$ cat src/rtl/hash_table_quadratic_probe_unit_defines.svh
// ----------------------------------------------------------------------------
// Hash table quadratic probe unit: assertion macros
// Shared assertion forms for the hash table block.
// ----------------------------------------------------------------------------
`ifndef HASH_TABLE_QUADRATIC_PROBE_UNIT_DEFINES_SVH
`define HASH_TABLE_QUADRATIC_PROBE_UNIT_DEFINES_SVH

// same-cycle implication
`define HQP_ASSERT_IMPL(label, clk, rst_n, ante, cons) \
    label: assert property (@(posedge clk) disable iff (!rst_n) (ante) |-> (cons)) \
        else $error("assertion failed");

// next-cycle implication
`define HQP_ASSERT_NEXT(label, clk, rst_n, ante, cons) \
    label: assert property (@(posedge clk) disable iff (!rst_n) (ante) |=> (cons)) \
        else $error("assertion failed");

`endif

$ cat src/rtl/hqp_ram.sv
// ----------------------------------------------------------------------------
// Generic RAM
// One write port, one read port, registered read data.
// ----------------------------------------------------------------------------
`default_nettype none
module hqp_ram #(
    parameter int W = 8,
    parameter int D = 16
) (
    input  wire logic                 i_clk,
    input  wire logic                 i_we,
    input  wire logic [$clog2(D)-1:0] i_waddr,
    input  wire logic [W-1:0]         i_wdata,
    input  wire logic [$clog2(D)-1:0] i_raddr,
    output logic      [W-1:0]         o_rdata
);
    logic [W-1:0] mem [D];
    logic [W-1:0] r_rdata;

    always_ff @(posedge i_clk) begin
        if (i_we) begin
            mem[i_waddr] <= i_wdata;
        end
        r_rdata <= mem[i_raddr];
    end

    assign o_rdata = r_rdata;
endmodule
`default_nettype wire

$ cat config.mk
export PLATFORM = sky130hd
export DESIGN_NAME = hqp_ram
export DESIGN_NICKNAME = d
export VERILOG_FILES = /design/src/rtl/hash_table_quadratic_probe_unit_defines.svh /design/src/rtl/hqp_ram.sv
export SDC_FILE = /design/constraint.sdc
export NUM_CORES = 1
export LEC_CHECK = 0
export ABC_AREA = 1
export BUFFER_PORTS_ARGS = -buffer_cell sky130_fd_sc_hd__buf_2
export CORE_UTILIZATION = 40
export CTS_BUF_LIST = sky130_fd_sc_hd__clkbuf_8
export DETAILED_ROUTE_END_ITERATION = 6
export HOLD_SLACK_MARGIN = 0.15
export PLACE_DENSITY_LB_ADDON = 0.15
export SETUP_SLACK_MARGIN = 0.05
export SLEW_MARGIN = 20
export SYNTH_ARGS = -nofsm -noshare
export SYNTH_HDL_FRONTEND = slang
export SYNTH_SLANG_ARGS = --single-unit
export TNS_END_PERCENT = 100
$ cat constraint.sdc
create_clock -name i_clk -period 3.8 [get_ports i_clk]
set_clock_uncertainty 0.1 [all_clocks]
set_input_delay 0.76 -clock i_clk [delete_from_list [all_inputs] [get_ports i_clk]]
set_output_delay 0.76 -clock i_clk [all_outputs]
set_load 0.03 [all_outputs]
==> qor.txt <==
Nets: 592
Cell with the most instances after synthesis: sky130_fd_sc_hd__nand2_1
Relative max-transition margin: 40.0%
Resize count post-CTS: 0
R2R depth: 6
First-pass iteration count of the detailed router: 5
Fraction of post-synthesis cell area in the top cell type by area: 66.7%
Setup WS post-layout: 1690 ps
FF/Latch Area: 4000 um^2
Max Clock Freq: 475 MHz
Multi-input gate area in the final layout: 1210 um^2
Final worst hold slack: 573 ps
Synthesized instance count: 551
Endpoint of the worst-slack reg-to-reg timing path: o_rdata[4]$_DFF_P_
WS Path Type: in2reg
Layout cells sized above 1: 8.86%
Number of antenna violations at the first check in global routing: 0
Reported max-cap violation count: 0
Top Family by Delay on Critical Path: buffers and inverters
Post-synth EDFFs: 128
Synth warn: 0
Setup Total Neg Slack: 0 ps
Total global-route track usage: 19.3%
# setup viols final: 0
Endpoint with the worst hold slack: o_rdata[5]$_DFF_P_
Worst Path Arrival: 2330 ps
Slew at the pin closest to its max-slew limit: 900 ps
Horiz. Die Dim: 122 um
CP Buf/Inv Count: 2
CP required: 4030 ps
Avg Synthesized Cell Area: 10.5 um^2
Placeable core region: 14000 um^2
Drt via density: 4.79
Starting density of the core: 41.2%
Worst-path maximum fanout: 33
Pre-CTS setup slack: 1210 ps
Origin of the critical flop-to-flop path: mem[6][4]$_DFFE_PP_
Crit path top cell by count: sky130_fd_sc_hd__nand3_1
Maximum vdd ir drop: 222 uV
Worst reg2reg setup slack: 2630 ps
Buffers from clock root to sink, at most: 2
Min-delay worst type: reg2reg
Nature of the critical path endpoint: flop
Largest area contributor in the synthesized netlist: sky130_fd_sc_hd__edfxtp_1
DRC marker count from the first detailed-route iteration: 339
Synthesis-to-finish area growth: 9.74%
DRC violations left: 0
Start point of the critical path: i_raddr[1]
Finished Core Util: 45.2%
Syn_nets: 569
Vias in the first global route: 3571
Antenna Nets Post-Route: 0
# clock sinks: 136
# fillers: 1353
Number of buffers created by CTS: 17
Crit path max-delay cell type: sky130_fd_sc_hd__buf_2
Critical Path Start Type: input pin
Wire length of the first global-routing pass: 20200 um
Leak pwr: 2.75 nW
Die Footprint: 14900 um^2
Detail-routed net length per standard cell: 16.8 um
Hold Path Origin: mem[2][5]$_DFFE_PP_
Count of hold-fix buffers inserted at cts: 0
Number of primary I/O pins: 26
Library cells used by synthesis: 12
Number of post-CTS setup repair buffers: 0
Buffers added on ports: 25
CTS clock-pin slew for the worst setup and hold paths: 70 ps
Number of diodes: 0
Final critical-path share of the clock period: 55.4%
Power density over the cells: 471 nW/um^2
Synthesis-stage register bit count: 136
Count of final max-slew check failures: 0
Outcome: completed
WHS Path Cells: 6
Netlist area before placement: 5770 um^2
Post-DP HPWL: 7920 um
Root buf cell: sky130_fd_sc_hd__clkbuf_8
Commonest cells in the netlist: sky130_fd_sc_hd__nand2_1 (173), sky130_fd_sc_hd__edfxtp_1 (128), sky130_fd_sc_hd__inv_1 (100)
Largest stage delay, worst path: 540 ps
Time the final worst path needs with I/O delays and setup: 2110 ps
Primary flip-flop cell chosen by synthesis mapping: sky130_fd_sc_hd__edfxtp_1
Top area cells in the synthesized netlist: sky130_fd_sc_hd__edfxtp_1 (67%), sky130_fd_sc_hd__nand2_1 (11%), sky130_fd_sc_hd__nand3_1 (8.4%)
Worst-Skew Late Latency: 440 ps
Unrepaired setup endpoints after global routing: false
Via count: 3674
Die H: 122 um
Hold Violations, Final: 0
Register area share after synthesis: 69.4%
Cells along the critical path: buf_2 > inv_2 > nand3_1 > nand3_1 > nand3_1 > nand2_1
Maximum number of pins on one net before global-route repair: 65
Std cell rows: 43
Global-route congestion overflow total: 0
Clock H-tree levels: 4
Sum of routed wire length over all layers: 12900 um
Placer congestion estimate: 0.806
Proportion of register bits with asynchronous set or reset after synthesis: 0%
CTS tree: done
-- stage by stage --
step	area [um^2]	std cells	power (mW)
floorplan	5770	551	1.85
global placement	5970	735	1.93
detailed placement	5970	735	1.94
CTS	6330	767	3.01
global route	6330	767	3.09
finish	6330	767	2.98
-- tightest hold or removal path, cell delays in order, from the launching register on --
cell and delay (ps):
sky130_fd_sc_hd__edfxtp_1 320, sky130_fd_sc_hd__nand2_1 50, sky130_fd_sc_hd__nand2_1 50, sky130_fd_sc_hd__nand2_1 40, sky130_fd_sc_hd__nand3_1 60, sky130_fd_sc_hd__nand3_1 70
sky130_fd_sc_hd__nand2_1 60
-- worst max-delay path by stage --
stage                           endpoint  slack (ps)  cells after the start
floorplan           mem[10][0]$_DFFE_PP_        1990                      2
global placement      o_rdata[7]$_DFF_P_        1220                      6
detailed placement    o_rdata[7]$_DFF_P_        1210                      6
CTS                   o_rdata[7]$_DFF_P_        1690                      6
global route          o_rdata[4]$_DFF_P_        1550                      6
finish                o_rdata[4]$_DFF_P_        1690                      6
-- layer usage --
layer / wire length (um) / GRT usage, % / vias to the layer above
met4: 184 / 7.01 / 0
li1: - / - / 1812
met5: 0 / 0 / -
met3: 647 / 5.34 / 17
met1: 6000 / 25.9 / 1747
met2: 6050 / 29.7 / 98
-- area by class of cell --
cell class | instances | share of cell area (%)
sequential | 136 | 63.3
multi-input combinational | 289 | 19.2
inverter | 102 | 6.05
clock buffer | 18 | 3.91
tap | 180 | 3.56
timing repair buffer | 28 | 2.33
clock inverter | 14 | 1.70
-- power breakdown --
part | internal, mW | switching [mW]
Combinational | 0.0539 | 0.158
Sequential | 1.68 | 0.0115
Clock | 0.573 | 0.511
Total | 2.30 | 0.681
-- cell families after synthesis --
family	after synthesis	synth area share (%)
flip-flops	136	69.4
AND/OR/NAND/NOR	289	21.0
buffers and inverters	126	9.52
-- placed cells by master (no fill, tap or decap) --
| cell type | netlist | final |
|---|---|---|
| sky130_fd_sc_hd__nand3_1 | 97 | 97 |
| sky130_fd_sc_hd__clkinv_2 | 0 | 2 |
| sky130_fd_sc_hd__nor2_1 | 17 | 17 |
| sky130_fd_sc_hd__bufinv_16 | 0 | 2 |
| sky130_fd_sc_hd__clkbuf_8 | 0 | 18 |
| sky130_fd_sc_hd__nand3b_1 | 2 | 2 |
| sky130_fd_sc_hd__buf_4 | 4 | 3 |
| sky130_fd_sc_hd__inv_1 | 100 | 110 |
| sky130_fd_sc_hd__buf_2 | 13 | 25 |
| sky130_fd_sc_hd__edfxtp_1 | 128 | 128 |
| sky130_fd_sc_hd__inv_2 | 2 | 2 |
| sky130_fd_sc_hd__nand2_1 | 173 | 173 |
| sky130_fd_sc_hd__dfxtp_1 | 8 | 8 |
-- sequential cells by signal, indices dropped and copies added, names as in the netlist --
name and count:
o_rdata 8, mem 128
No activity file was read; power rests on OpenSTA's default activity.
