==> src/rtl/hash_table_quadratic_probe_unit_defines.svh <==
// ----------------------------------------------------------------------------
// Hash table quadratic probe unit: assertion macros
// Shared assertion forms for the hash table block.
// ----------------------------------------------------------------------------
`ifndef HASH_TABLE_QUADRATIC_PROBE_UNIT_DEFINES_SVH
`define HASH_TABLE_QUADRATIC_PROBE_UNIT_DEFINES_SVH

// same-cycle implication
`define HQP_ASSERT_IMPL(label, clk, rst_n, ante, cons) \
    label: assert property (@(posedge clk) disable iff (!rst_n) (ante) |-> (cons)) \
        else $error("assertion failed");

// next-cycle implication
`define HQP_ASSERT_NEXT(label, clk, rst_n, ante, cons) \
    label: assert property (@(posedge clk) disable iff (!rst_n) (ante) |=> (cons)) \
        else $error("assertion failed");

`endif

==> src/rtl/hqp_pkg.sv <==
// ----------------------------------------------------------------------------
// Hash table quadratic probe package
// Widths, codes, row layout and handshake structs shared by the block.
// ----------------------------------------------------------------------------
`default_nettype none
package hqp_pkg;
    localparam int DEPTH = 1024;
    localparam int AW    = 10;
    localparam int KW    = 32;
    localparam int DW    = 32;
    localparam int CW    = 11;
    localparam int PCW   = 11;
    localparam int ROW_W = 1 + PCW + DW + KW;
    localparam int MCW   = $clog2(KW);

    typedef enum logic [1:0] {
        OP_INSERT = 2'd0,
        OP_LOOKUP = 2'd1,
        OP_READ   = 2'd2,
        OP_WRITE  = 2'd3
    } t_op;

    localparam logic [1:0] ST_OK   = 2'd0;
    localparam logic [1:0] ST_MISS = 2'd1;
    localparam logic [1:0] ST_FULL = 2'd2;

    typedef enum logic [2:0] {
        S_CLEAR,
        S_IDLE,
        S_HASH,
        S_READ,
        S_CHECK,
        S_WHOME,
        S_DONE
    } t_state;

    typedef struct packed {
        logic           valid;
        logic [PCW-1:0] pc;
        logic [DW-1:0]  data;
        logic [KW-1:0]  key;
    } t_row;

    typedef struct packed {
        logic          start;
        logic [KW-1:0] dividend;
        logic [CW-1:0] divisor;
    } t_mod_req;

    typedef struct packed {
        logic          busy;
        logic [CW-1:0] rem;
    } t_mod_rsp;
endpackage
`default_nettype wire

==> src/rtl/hqp_mod.sv <==
// ----------------------------------------------------------------------------
// Hash table modulo unit
// Restoring remainder of a key magnitude by the table size, one bit a cycle.
// ----------------------------------------------------------------------------
`default_nettype none
module hqp_mod
    import hqp_pkg::*;
(
    input  wire logic     i_clk,
    input  wire logic     i_rst_n,
    input  wire t_mod_req i_req,
    output t_mod_rsp      o_rsp
);
    logic          r_busy;
    logic [MCW-1:0] r_cnt;
    logic [KW-1:0] r_dvd;
    logic [CW-1:0] r_rem;
    logic [CW-1:0] r_div;
    logic [CW:0]   n_trial;

    always_comb begin
        n_trial = {r_rem, r_dvd[KW-1]};
        if (n_trial >= {1'b0, r_div}) begin
            n_trial = n_trial - {1'b0, r_div};
        end
    end

    always_ff @(posedge i_clk) begin
        if (!i_rst_n) begin
            r_busy <= 1'b0;
        end else if (i_req.start) begin
            r_busy <= 1'b1;
        end else if (r_busy && r_cnt == MCW'(KW - 1)) begin
            r_busy <= 1'b0;
        end
    end

    always_ff @(posedge i_clk) begin
        if (i_req.start) begin
            r_cnt <= '0;
            r_dvd <= i_req.dividend;
            r_rem <= '0;
            r_div <= i_req.divisor;
        end else if (r_busy) begin
            r_cnt <= r_cnt + MCW'(1);
            r_dvd <= {r_dvd[KW-2:0], 1'b0};
            r_rem <= n_trial[CW-1:0];
        end
    end

    assign o_rsp.busy = r_busy;
    assign o_rsp.rem  = r_rem;
endmodule
`default_nettype wire

==> config.mk <==
export PLATFORM = sky130hd
export DESIGN_NAME = hqp_mod
export DESIGN_NICKNAME = d
export VERILOG_FILES = /design/src/rtl/hash_table_quadratic_probe_unit_defines.svh /design/src/rtl/hqp_pkg.sv /design/src/rtl/hqp_mod.sv
export SDC_FILE = /design/constraint.sdc
export NUM_CORES = 1
export LEC_CHECK = 0
export BUFFER_PORTS_ARGS = -buffer_cell sky130_fd_sc_hd__buf_4
export CAP_MARGIN = 15
export CELL_PAD_IN_SITES_DETAIL_PLACEMENT = 0
export CELL_PAD_IN_SITES_GLOBAL_PLACEMENT = 1
export CORE_MARGIN = 1.5
export CORE_UTILIZATION = 44
export CTS_CLUSTER_DIAMETER = 60
export DETAILED_ROUTE_END_ITERATION = 16
export GPL_TIMING_DRIVEN = 0
export PLACE_DENSITY_LB_ADDON = 0.1
export SLEW_MARGIN = 20
export SYNTH_ARGS = -nofsm -noshare
export SYNTH_HDL_FRONTEND = slang
export SYNTH_SLANG_ARGS = --single-unit
==> constraint.sdc <==
create_clock -name i_clk -period 2.6 [get_ports i_clk]
set_input_delay 0.13 -clock i_clk [delete_from_list [all_inputs] [get_ports i_clk]]
set_output_delay 0.13 -clock i_clk [all_outputs]
set_load 0.05 [all_outputs]
==> key figures <==
Setup path
  • Worst path buffer plus inverter count: 0
  • CP startpoint kind: register
  • Cells along the critical path: ha_1 -> a21o_1 -> a211o_1 -> a211o_1 -> nor2_4 -> mux2_2 -> a211oi_1
  • CP Capture Type: register
  • Reg2reg start: r_rem[8]
  • RR Endpoint: r_rem[0]
  • Crit Path Class: register to register
  • Worst path max stage delay: 380 ps
  • Slowest CP cell: ha_1
  • CP Data Arrival Time: 2730 ps
  • Delay-heaviest family, CP: compound AO/OA/AOI/OAI gates
  • R2R Setup Slk: 130 ps
  • CP max FO: 9
  • R2R cell count: 7
  • Most Frequent Cell on Critical Path: a211o_1
  • CP Data Required Time: 2850 ps

Worst hold path
  • Hold depth: 2
  • Hold_sp: i_req[11]
  • Hold endpoint: r_dvd[0]
  • Worst hold path type: input pin to register

Detailed routing
  • Met2 WL: 2.829 mm
  • 1st-pass router iterations: 10
  • DRC Markers: 2
  • Total number of vias: around 2.1k
  • WL met1: 2.752 mm
  • DRT iter0 DRCs: 64
  • Drt via density: 5.244
  • Highest metal used: met4
  • DRT antenna net count: 0
  • Met3 WL: slightly above 300 um
  • DRT Wirelength: 6.006 mm
  • Routed WL per cell: approximately 15 um

STA
  • Skew final: 8.536 ps
  • Fin. Hold Viols: 0
  • Final setup violation count: 0
  • Tightest Pin Transition: between 600 and 700 ps
  • Rel. slew slack: between 50% and 60%
  • RSZ-0062 raised after global routing: no
  • Peak Freq: 404.3 MHz
  • Final period utilization: 95.14%
  • Slew Viols, Final: 0
  • Post-Route Setup TNS: 0 ps
  • Period minus WS final: 2474 ps

Yosys
  • Area contributors post-synth: edfxtp_1 (43%), mux2_2 (12%), dfxtp_1 (11%)
  • Xor/xnor share of the synthesized area: between 2 and 2.5%
  • Post-synth cell types: a little under 50
  • Synth Net Count: 303
  • Most common flop cell mapped by yosys: edfxtp_1
  • Register area share after synthesis: 54.58%
  • Post-Syn Area per Cell: 12.30 um^2
  • Synth top cells by count: edfxtp_1 (43), mux2_2 (32), dfxtp_1 (17), nand2_1 (17), nor2_1 (16)
  • Largest area contributor in the netlist: edfxtp_1
  • Mapped Cells: 243
  • Synthesis-stage register bit count: 60
  • Asr flop ratio synth: 0%
  • Synth Warn #: 0
  • Post-Synth Simple-Gate Area: 10.21%
  • Compound-cell area share of the yosys netlist: roughly a tenth
  • Synth top area share: 43.20%
  • Largest family of logic cells by synthesized area: multiplexers
  • Most common cell in the netlist: edfxtp_1
  • Post-synthesis mux area share: ~13%
  • Post-synth EDFFs: between 40 and 50
  • Synth Cell Area: 2989 um^2
  • Post-synthesis adder-cell area fraction: about 6.1%

Global routing
  • First-pass GRT wire length: 10.27 mm
  • GRT Residual Overflow: 0
  • Vias in the first global route: 2,166
  • Number of antenna violations at the first check in global routing: 0
  • Largest net degree at the start of global routing: 33
  • All-layer global routing usage: 18.41%

Place
  • GP Congestion: 0.7790
  • Placed cell area: 3513 um^2
  • PortBufs: 57
  • DPL Wire Length: between 4 and 5 mm

Final layout
  • Multi-input gate area: between 1000 and 1500 um^2
  • Layout cells sized above 1: 35.06%
  • Final Util: 59.80%
  • Antenna cells: 0
  • Reg area: 1632 um^2
  • Synthesis-to-layout area growth: 29.22%
  • Final Instance Area: 3862 um^2
  • Fill count: 557
  • Nets: 383

Run status
  • Status: finished, violations left
  • Failing checks: design-rule violations

Floorplan
  • Initial Util: 46.28%
  • Num ports: 58
  • Die area: around 7300 um^2
  • Core area: 6459 um^2
  • Number of core rows: 29
  • Height of the die: 85.42 um
  • Die Wd: around 85 um

Flow run
  • Max-Cap Viols: 0

CTS
  • Clk buf depth: 2
  • Clock Latency Late Sink: 340 ps
  • Post-CTS Setup Bufs: 0
  • Clk sinks: 60
  • Reg clk slew, reported paths: roughly 70 ps
  • H-tree depth: 3
  • CTS tree: done
  • CTS Buf Count: 9
  • Clk root buf: clkbuf_8

Pwr
  • PwrDens: 672.3 nW/um^2
  • VDD IR max: 380.7 uV
  • Leak: about 0.0017 uW
-- where the power goes --
part / internal, uW / leakage [uW] / switching, uW / total, uW
Sequential: 1120 / 0.000569 / 36.9 / 1160
Clock: 591 / 0.000113 / 372 / 963
Combinational: 224 / 0.000968 / 250 / 474
Total: 1940 / 0.00165 / 659 / 2600
-- layout make-up --
type | count | share of cell area (%)
Sequential cell | 60 | 42.24
Clock inverter | 4 | 1.879
Buffer | 9 | 1.166
Timing Repair Buffer | 69 | 14.19
Inverter | 15 | 1.458
Multi-Input combinational cell | 159 | 32.56
Clock buffer | 12 | 4.017
Tap cell | 77 | 2.494
-- worst max-delay path by stage --
stage	startpoint	endpoint	slack (ps)	cells past startpoint
final	r_rem[8]	r_rem[0]	130	7
after global routing	r_rem[8]	r_rem[0]	10	7
after CTS	r_rem[8]	r_rem[0]	130	7
after detailed placement	r_rem[8]	r_rem[0]	150	7
after global placement	r_rem[8]	r_rem[0]	160	7
after floorplan	r_rem[8]	r_rem[0]	50	7
-- layout by cell type, fill, tap and decap left out, types with 3 or more instances in the layout --
cell type / synthesis / final
buf_4: 1 / 58
edfxtp_1: 43 / 43
mux2_2: 32 / 32
nand2_1: 17 / 17
dfxtp_1: 17 / 17
nor2_1: 16 / 16
inv_1: 15 / 14
ha_1: 13 / 13
dlygate4sd3_1: 0 / 12
clkbuf_8: 0 / 11
o21ai_0: 6 / 6
clkbuf_1: 4 / 5
xor2_1: 5 / 5
a21oi_1: 5 / 5
a311oi_1: 5 / 5
mux2i_1: 4 / 4
a21o_1: 4 / 4
buf_1: 3 / 3
xnor2_1: 3 / 3
nand3_1: 3 / 3
nor2b_1: 3 / 3
nor3_1: 3 / 3
a31oi_1: 3 / 3
-- stage by stage --
stage | instances | setup slack, ps | power (uW) | hold slack, ps
6_report | 405 | 126.3 | 2597 | 79.81
2_1_floorplan | 243 | 52.87 | 1493 | 228.9
3_3_place_gp | 377 | 159.7 | 1636 | 308.6
4_1_cts | 405 | 128.7 | 2626 | 64.92
5_1_grt | 405 | 12.25 | 2718 | 73.47
3_5_place_dp | 377 | 148.9 | 1642 | 309.5
-- repair_timing --
item	in CTS	in global routing
hold buffers	12	0
endpoints found under the setup margin	0	1
gates resized for setup	0	1
hold endpoints to repair	12	0
-- flip-flops by register name, summed over array words and instances, names as in the netlist --
register	flops
r_cnt	5
r_busy	1
r_rem	11
r_div	11
r_dvd	32
-- cells by family (layout without fill, tap and decap cells) --
logic type / Yosys count / count (layout)
multiplexers: 36 / 36
AND/OR/NAND/NOR: 60 / 60
buffers and inverters: 24 / 109
XOR/XNOR: 8 / 8
adder cells (fa/ha/maj): 14 / 14
AO/OA/AOI/OAI: 41 / 41
flip-flops: 60 / 60
-- layer usage --
metal  global-route usage (%)  vias to the layer above
li1                         -                     1067
met1                    23.07                      999
met2                    30.06                       48
met3                    4.572                       10
met4                    8.358                        0
met5                        0                        -
Note: power is estimated with default switching activity, not from simulation.
